File: src/jdi_pkg.sv
// Package for the dequantizing 8x8 inverse DCT: types, constants, weight function.
// Used by jdi_ctrl, jdi_datapath and jpeg_dequant_idct_8x8; depends on nothing.
package jdi_pkg;

  localparam int WeightFracBitsDefault = 12;
  localparam int TableBits = 24;
  localparam int ProductWidth = 28;

  typedef enum logic [1:0] {
    ST_LOAD,
    ST_ROW,
    ST_COL
  } jdi_state_t;

  // Commands from the controller to the datapath.
  typedef struct packed {
    logic       store_write;   // write the product of the accepted request
    logic [5:0] store_addr;    // natural position for the write
    logic       row_mac;       // one row-pass multiply-accumulate
    logic       col_mac;       // one column-pass multiply-accumulate
    logic [2:0] idx_a;         // row v (row pass) or output row y (column pass)
    logic [2:0] idx_b;         // output column x
    logic [2:0] idx_k;         // summation index u or v
    logic       first;         // first term of a sum
    logic       last;          // last term of a sum
  } jdi_cmd_t;

  function automatic logic [5:0] zz_to_nat(input logic [5:0] idx);
    logic [5:0] r;
    unique case (idx)
      6'd0: r = 6'd0;   6'd1: r = 6'd1;   6'd2: r = 6'd8;   6'd3: r = 6'd16;
      6'd4: r = 6'd9;   6'd5: r = 6'd2;   6'd6: r = 6'd3;   6'd7: r = 6'd10;
      6'd8: r = 6'd17;  6'd9: r = 6'd24;  6'd10: r = 6'd32; 6'd11: r = 6'd25;
      6'd12: r = 6'd18; 6'd13: r = 6'd11; 6'd14: r = 6'd4;  6'd15: r = 6'd5;
      6'd16: r = 6'd12; 6'd17: r = 6'd19; 6'd18: r = 6'd26; 6'd19: r = 6'd33;
      6'd20: r = 6'd40; 6'd21: r = 6'd48; 6'd22: r = 6'd41; 6'd23: r = 6'd34;
      6'd24: r = 6'd27; 6'd25: r = 6'd20; 6'd26: r = 6'd13; 6'd27: r = 6'd6;
      6'd28: r = 6'd7;  6'd29: r = 6'd14; 6'd30: r = 6'd21; 6'd31: r = 6'd28;
      6'd32: r = 6'd35; 6'd33: r = 6'd42; 6'd34: r = 6'd49; 6'd35: r = 6'd56;
      6'd36: r = 6'd57; 6'd37: r = 6'd50; 6'd38: r = 6'd43; 6'd39: r = 6'd36;
      6'd40: r = 6'd29; 6'd41: r = 6'd22; 6'd42: r = 6'd15; 6'd43: r = 6'd23;
      6'd44: r = 6'd30; 6'd45: r = 6'd37; 6'd46: r = 6'd44; 6'd47: r = 6'd51;
      6'd48: r = 6'd58; 6'd49: r = 6'd59; 6'd50: r = 6'd52; 6'd51: r = 6'd45;
      6'd52: r = 6'd38; 6'd53: r = 6'd31; 6'd54: r = 6'd39; 6'd55: r = 6'd46;
      6'd56: r = 6'd53; 6'd57: r = 6'd60; 6'd58: r = 6'd61; 6'd59: r = 6'd54;
      6'd60: r = 6'd47; 6'd61: r = 6'd55; 6'd62: r = 6'd62; default: r = 6'd63;
    endcase
    return r;
  endfunction

  // Magnitude of 0.5*cos(m*pi/16) at 24 fraction bits for m = 1..7; m = 0 gives the DC weight 0.5/sqrt(2).
  function automatic logic [22:0] half_cos_q24(input logic [3:0] m);
    logic [22:0] r;
    unique case (m)
      4'd0: r = 23'd5931642;
      4'd1: r = 23'd8227423;
      4'd2: r = 23'd7750063;
      4'd3: r = 23'd6974873;
      4'd4: r = 23'd5931642;
      4'd5: r = 23'd4660461;
      4'd6: r = 23'd3210181;
      4'd7: r = 23'd1636536;
      default: r = 23'd0;
    endcase
    return r;
  endfunction

  // Signed weight for frequency k and sample n, rounded to frac_bits fraction bits.
  // The result fits in 16 signed bits for every fraction width up to 14.
  function automatic logic signed [15:0] weight(input logic [2:0] k, input logic [2:0] n,
                                                input int frac_bits);
    logic [4:0]  m;
    logic [3:0]  mm;
    logic        neg;
    logic [23:0] mag;
    logic [23:0] rnd;
    m   = 5'((({2'b0, n} << 1) + 5'd1) * {2'b0, k});
    neg = 1'b0;
    if (k == 3'd0) begin
      mm = 4'd0;
    end else begin
      if (m > 5'd16) m = 5'd0 - m;
      if (m > 5'd8) begin
        neg = 1'b1;
        m   = 5'd16 - m;
      end
      mm = m[3:0];
    end
    rnd = 24'd1 << (TableBits - frac_bits - 1);
    mag = ({1'b0, half_cos_q24(mm)} + rnd) >> (TableBits - frac_bits);
    return neg ? -$signed(mag[15:0]) : $signed(mag[15:0]);
  endfunction

endpackage

File: src/jdi_ctrl.sv
// Controller for the dequantizing inverse DCT: loads 64 requests, then sequences
// both transform passes on the shared MAC. Depends on jdi_pkg.
module jdi_ctrl (
  input  logic              clk,
  input  logic              rst,
  input  logic              start,
  output logic              busy,
  output jdi_pkg::jdi_cmd_t cmd
);

  jdi_pkg::jdi_state_t state, state_next;
  logic [5:0] arrival_count, arrival_count_next;
  logic [8:0] step, step_next;   // {a, b, k}

  always_ff @(posedge clk) begin
    if (rst) begin
      state         <= jdi_pkg::ST_LOAD;
      arrival_count <= 6'd0;
      step          <= 9'd0;
    end else begin
      state         <= state_next;
      arrival_count <= arrival_count_next;
      step          <= step_next;
    end
  end

  always_comb begin
    state_next         = state;
    arrival_count_next = arrival_count;
    step_next          = step;
    busy               = 1'b1;
    cmd                = '0;
    cmd.store_addr     = jdi_pkg::zz_to_nat(arrival_count);
    cmd.idx_a          = step[8:6];
    cmd.idx_b          = step[5:3];
    cmd.idx_k          = step[2:0];
    cmd.first          = (step[2:0] == 3'd0);
    cmd.last           = (step[2:0] == 3'd7);
    unique case (state)
      jdi_pkg::ST_LOAD: begin
        busy = 1'b0;
        if (start) begin
          cmd.store_write    = 1'b1;
          arrival_count_next = arrival_count + 6'd1;
          if (arrival_count == 6'd63) begin
            state_next = jdi_pkg::ST_ROW;
            step_next  = 9'd0;
          end
        end
      end
      jdi_pkg::ST_ROW: begin
        cmd.row_mac = 1'b1;
        step_next   = step + 9'd1;
        if (step == 9'd511) state_next = jdi_pkg::ST_COL;
      end
      jdi_pkg::ST_COL: begin
        cmd.col_mac = 1'b1;
        step_next   = step + 9'd1;
        if (step == 9'd511) state_next = jdi_pkg::ST_LOAD;
      end
      default: state_next = jdi_pkg::ST_LOAD;
    endcase
  end

`ifndef NO_ASSERTIONS
  a_no_write_busy: assert property (@(posedge clk) disable iff (rst)
    cmd.store_write |-> !busy) else $error("store write while busy");
  a_one_mode: assert property (@(posedge clk) disable iff (rst)
    $onehot0({cmd.store_write, cmd.row_mac, cmd.col_mac})) else $error("two modes at once");
  a_count_in_load: assert property (@(posedge clk) disable iff (rst)
    (state != jdi_pkg::ST_LOAD) |-> (arrival_count == 6'd0)) else $error("count not wrapped");
`endif

endmodule

File: config.mk
export PLATFORM = sky130hd
export DESIGN_NAME = jdi_ctrl
export DESIGN_NICKNAME = d
export VERILOG_FILES = /design/src/jdi_pkg.sv /design/src/jdi_ctrl.sv
export SDC_FILE = /design/constraint.sdc
export NUM_CORES = 1
export LEC_CHECK = 0
export BUFFER_PORTS_ARGS = -buffer_cell sky130_fd_sc_hd__buf_2
export CORE_ASPECT_RATIO = 0.8
export CORE_MARGIN = 1
export CORE_UTILIZATION = 48
export DETAILED_ROUTE_END_ITERATION = 16
export PLACE_DENSITY = 0.7
export SLEW_MARGIN = 15
export SYNTH_ARGS = -nofsm -noshare
export SYNTH_HDL_FRONTEND = slang
export SYNTH_SLANG_ARGS = --single-unit
export TNS_END_PERCENT = 100
File: constraint.sdc
create_clock -name clk -period 3.15 [get_ports clk]
set_clock_uncertainty 0.1 [all_clocks]
set_input_delay 0.945 -clock clk [delete_from_list [all_inputs] [get_ports clk]]
set_output_delay 0.945 -clock clk [all_outputs]
set_load 0.01 [all_outputs]
==> results.toml, run 1 <==
[global_routing]
grt_pass1_wl_um = 8540
grt_remaining_overflow = 0
antenna_found_initial = 0
grt_usage_pct = 25.1
grt_pass1_vias = 1843
grt_max_degree = 17

[timing]
slew_viol_final = 0
setup_violations = 0
hold_viol_final = 0
setup_tns_ns = 0
tightest_slew_ns = 0.594
grt_setup_unrepaired = "false"
fmaxAchievable_mhz = 365
fin_crit_ns = 2.74
slew_headroom_pct = 60.0
period_share_pct = 87.0

[final_layout]
multi_input_area_um2 = 1440
final_cell_mix = "nand2_1, nor2_1, buf_4, a21oi_1"
antennaDiodeCount = 0
seqCellArea_um2 = 460
fin_util_pct = 60.9
area_growth_pct = 17.5
final_common_cell = "nand2_1"
fin_nets = 340
num-fill-cells = 377
final_layout_size_suffix_gt1_share_pct = 20.6
finalInstanceArea_um2 = 2390

[floorplanning]
num_rows = 20
die_w_um = 74.8
design.core.area_um2 = 3930
die_h_um = 60.3
die_area_um2 = 4510
start_util_pct = 51.8
io_pins = 24

[clocking]
ctsLongestPathBuffers = 2
clkLatencyLatePin_ns = 0.28
cts_tree = "done"
path_clk_slew_ns = 0.09
post_cts_buffers = 0
cts_hold_buf = 0
cts_buffers = 3
cts-root-buf = "clkbuf_8"
cts_resized = 0
cts.sinks = 23
htree_levels = 1

[synthesis]
synthFlopType = "dfxtp_1"
ys_warn_count = 0
syn_avg_cell_area_um2 = 7.30
ys_seq_elements = 23
synth-async-reset-ratio_pct = 0
synth.distinct_cells = 52
syn_inst = 279
syn-num-nets = 302
syn_area_um2 = 2040
synth_edf_count = 0
yosysSeqAreaShare_pct = 22.6

[job]
cap_violations = 0

[critical_path]
max_stage_delay_ns = 0.48
worstPathRequired_ns = 3.27
cp_data_arrival_time_ns = 2.86
slowest_stage = "or4_1"
critPathMaxFanout = 6
path_cells = "buf_2, nand2_2, clkinv_1, nor2_1, o21ai_1, ha_1, xnor2_1, nor3_1, or4_1, a21oi_1"
worstSetupStartpointType = "primary input"
end_kind = "flop"
worst-path-buf-inv = 2
crit_type = "in2reg"
cp_top_family = "simple AND/OR/NAND/NOR gates"

[route]
first_pass_iters = 7
via_per_inst = 5.80
via_count = 2151
drtIter0Drc = 184
drc_errors = 0
ant_nets = 0
wl_um = 5370
avgRoutedWirePerCell_um = 14.5

[place]
gp_congestion = 0.960
place.detailed.hpwl_um = 4080
port_buffers = 23
place_area_um2 = 2350

[pwr]
power.leakage_nw = 1.05
p_clk_share_pct = 31.3
vdd_drop_max_v = 0.000142
switching_share_pct = 29.1
power.density_nw_per_um2 = 255
power.share.sequential_pct = 49.3
switchingPower_uw = 177
power_uw = 610
p_int_uw = 433
combPwrFrac_pct = 19.5

[outcome]
status = "finished, final reports clean"

[hold_path]
hold_path.class = "reg2reg"
-- area by class of cell --
| class | count | share of cell area (%) |
|---|---|---|
| Clock buffer | 3 | 1.73 |
| Clock inverter | 1 | 0.209 |
| Inverter | 16 | 2.72 |
| Multi-Input combinational cell | 223 | 60.0 |
| Sequential cell | 23 | 19.2 |
| Tap cell | 55 | 2.88 |
| Timing Repair Buffer | 50 | 13.3 |
-- power groups by stage --
stage | logic, mW | registers (mW) | clock network [mW]
global placement | 0.117 | 0.307 | 0
CTS | 0.116 | 0.301 | 0.196
floorplan | 0.0749 | 0.304 | 0
detailed placement | 0.116 | 0.307 | 0
global route | 0.128 | 0.301 | 0.208
finish | 0.119 | 0.301 | 0.191
-- per-layer routing --
metal / GRT usage [%] / vias up / part of all wire (%)
li1: - / 1071 / -
met1: 33.6 / 952 / 44
met2: 39.8 / 118 / 43
met3: 5.06 / 10 / 11
met4: 9.16 / 0 / 1.7
met5: 0 / - / 0
-- kinds of logic (layout without fill, tap and decap cells) --
family,count (synthesis),count (layout),share of synthesized area [%]
flops,23,23,22.6
compound gates,76,76,23.3
buf+inv,33,70,6.94
fa+ha+maj,20,20,12.3
simple gates,109,109,26.7
mux,6,6,2.95
xor+xnor,12,12,5.16
-- cell usage after synthesis, types with 2 or more instances --
library cell	count	area share [%]
inv_1	12	2.2
o21ai_0	14	3.4
a22oi_1	3	1.1
nand3_2	2	0.98
nor2_1	27	5.0
o21a_1	2	0.74
dfxtp_1	23	23
nand3_1	8	2.0
buf_2	3	0.74
nand2_2	2	0.61
clkinv_1	2	0.37
a21o_1	2	0.74
nand4_1	7	2.1
o311ai_0	2	0.86
or4_1	2	0.74
xnor2_1	9	3.9
ha_1	20	12
a21oi_1	24	5.9
nor2b_1	2	0.61
clkbuf_1	10	1.8
nor4_1	2	0.61
o211ai_1	6	2.2
a211oi_1	3	1.1
nand4b_1	2	0.86
o21ai_1	2	0.49
o31ai_1	3	1.1
xor2_1	3	1.3
nand2_1	29	5.3
or3_1	4	1.2
a31oi_1	6	1.8
nor3_1	10	2.5
nand3b_1	4	1.5
and3_1	3	0.92
buf_4	2	0.74
mux2i_1	6	2.9
or2_2	2	0.61
-- registers in the layout, indices dropped and copies added, names as in the netlist --
signal / count
arrival_count: 6
state: 2
cmd: 6
step: 9
-- tightest hold or removal path, stage by stage, from the launching register on --
cell and delay [ns]:
dfxtp_1 0.33, nand2_1 0.06, a21oi_1 0.05
-- worst paths after layout --
kind              end  cells after the start  slack (ns)     start
max           cmd[14]                     10        0.41     start
min          state[1]                      2        0.39  state[1]
max reg2reg   cmd[14]                     11        0.44  state[1]
min reg2reg  state[1]                      2        0.39  state[1]
-- through the flow --
stage               instances  worst slack [ns]  hold slack, ns
finish                    371             0.409           0.386
CTS                       371             0.417           0.389
global placement          367             0.183           0.369
detailed placement        367             0.130           0.377
floorplan                 279            0.0866           0.353
global route              371             0.149           0.395
No activity file was read; power rests on OpenSTA's default activity.
==> run 2: changes to the inputs <==
--- a/config.mk
+++ b/config.mk
@@ -5,7 +5,7 @@
 export SDC_FILE = /design/constraint.sdc
 export NUM_CORES = 1
 export LEC_CHECK = 0
-export BUFFER_PORTS_ARGS = -buffer_cell sky130_fd_sc_hd__buf_2
+export BUFFER_PORTS_ARGS = -buffer_cell sky130_fd_sc_hd__clkbuf_2
 export CORE_ASPECT_RATIO = 0.8
 export CORE_MARGIN = 1
 export CORE_UTILIZATION = 48
==> results.toml, run 2 (synthesized netlist as in run 1, its figures left out) <==
[outcome]
status = "finished, final reports clean"

[critical_path]
worstPathRequired_ns = 3.25
end_kind = "flop"
crit_type = "in2reg"
worstReg2RegEnd = "cmd[14]"
critical_path.startpoint = "start"
max_stage_delay_ns = 0.47
slowest_stage = "or4_1"
r2r-start = "state[0]"
reg2reg_depth = 11
reg2reg_slack_ns = 0.32
path_cells = "clkbuf_2, nand2_2, clkinv_1, nor2_1, o21ai_1, ha_1, xnor2_1, nor3_1, or4_1, a21oi_1"
cp_data_arrival_time_ns = 2.97
critPathMaxFanout = 7
endpoint = "cmd[14]"
worstSetupStartpointType = "primary input"

[place]
port_buffers = 23
gp_congestion = 0.941
place.detailed.hpwl_um = 4000

[pwr]
power.share.sequential_pct = 49.1
power.leakage_nw = 1.02
switching_share_pct = 28.6
switchingPower_uw = 173
p_int_uw = 431
power.density_nw_per_um2 = 256
power_uw = 604
combPwrFrac_pct = 19.9
vdd_drop_max_v = 0.000137
p_clk_share_pct = 31.0

[global_routing]
grt_max_degree = 19
grt_pass1_vias = 1924
grt_usage_pct = 25.9
grt_pass1_wl_um = 8860
antenna_found_initial = 0
grt_remaining_overflow = 0

[clocking]
cts_resized = 0
clkLatencyLatePin_ns = 0.27
htree_levels = 1
path_clk_slew_ns = 0.08
cts_tree = "done"
cts-root-buf = "clkbuf_8"
cts_hold_buf = 0
cts.sinks = 23
cts_buffers = 3
ctsLongestPathBuffers = 2
post_cts_buffers = 0

[route]
first_pass_iters = 4
avgRoutedWirePerCell_um = 14.6
wl_um = 5340
via_per_inst = 5.88
drtIter0Drc = 180
drc_errors = 0
ant_nets = 0
via_count = 2159

[floorplanning]
io_pins = 24
die_w_um = 74.8
die_h_um = 60.3
start_util_pct = 51.8
die_area_um2 = 4510
num_rows = 20
design.core.area_um2 = 3930

[timing]
fmaxAchievable_mhz = 348
slew_headroom_pct = 60.9
tightest_slew_ns = 0.581
hold_viol_final = 0
setup_tns_ns = 0
fin_crit_ns = 2.87
grt_setup_unrepaired = "false"
period_share_pct = 91.2
setup_violations = 0
slew_viol_final = 0

[final_layout]
final_layout_size_suffix_gt1_share_pct = 19.6
num-fill-cells = 371
fin_nets = 336
area_growth_pct = 16.0
largest_reg_flops = 9
fin_util_pct = 60.2
final_common_cell = "nand2_1"
final_cell_mix = "nand2_1, nor2_1, a21oi_1"
antennaDiodeCount = 0
largest_register = "step"

[hold_path]
hold_path.class = "reg2reg"

[job]
cap_violations = 0
## run 2: changes by cell type in the layout (fill, tap and decap cells not counted)
cell and delta:
clkbuf_2 +23, buf_2 -23, buf_4 -4
## run 2: power by group through the flow
stage / logic (mW) / registers [mW] / clock network (mW)
after floorplan: 0.0749 / 0.304 / 0
after global placement: 0.117 / 0.304 / 0
after detailed placement: 0.117 / 0.304 / 0
after CTS: 0.118 / 0.297 / 0.196
after global routing: 0.132 / 0.298 / 0.209
final: 0.120 / 0.297 / 0.187
## run 2: layout make-up
| class | instances | area (um2) | area share (%) |
|---|---|---|---|
| repair buffers | 46 | 288 | 12.2 |
| clock inverters | 1 | 5.00 | 0.212 |
| well taps | 55 | 68.8 | 2.91 |
| inverters | 16 | 65.1 | 2.75 |
| flip-flops and latches | 23 | 460 | 19.5 |
| multi-input cells | 223 | 1440 | 60.7 |
| clock buffers | 3 | 41.3 | 1.75 |
## run 2: how the worst min path moves through the flow
stage          slack (ns)       end  cells after the start      from
2_1_floorplan        0.35  state[1]                      2  state[1]
4_1_cts              0.40  state[1]                      2  state[1]
3_5_place_dp         0.39  state[1]                      2  state[1]
5_1_grt              0.42  state[1]                      2  state[1]
6_report             0.39  state[1]                      2  state[1]
3_3_place_gp         0.37  state[1]                      2  state[1]
## run 2: layer usage
layer / vias to the layer above / track usage (%) / wire [um]
met5: - / 0 / 0
met4: 0 / 8.36 / 91
met3: 10 / 7.08 / 433
met2: 111 / 39.9 / 2340
met1: 976 / 34.8 / 2480
li1: 1062 / - / -
## run 2: per-stage QoR
step	area, um2	cells	hold WS, ns	worst slack [ns]
2_1_floorplan	2040	279	0.353	0.0866
4_1_cts	2360	367	0.401	0.338
6_report	2360	367	0.391	0.279
3_3_place_gp	2320	363	0.371	0.102
5_1_grt	2360	367	0.416	0.162
3_5_place_dp	2320	363	0.388	0.0559
## run 2: worst max-delay path, delay by kind of cell
kind	cells	cell delay, ns
AND/OR/NAND/NOR	4	0.68
AO/OA/AOI/OAI	2	0.57
XOR/XNOR	1	0.21
buffers and inverters	2	0.22
adder cells (fa/ha/maj)	1	0.34
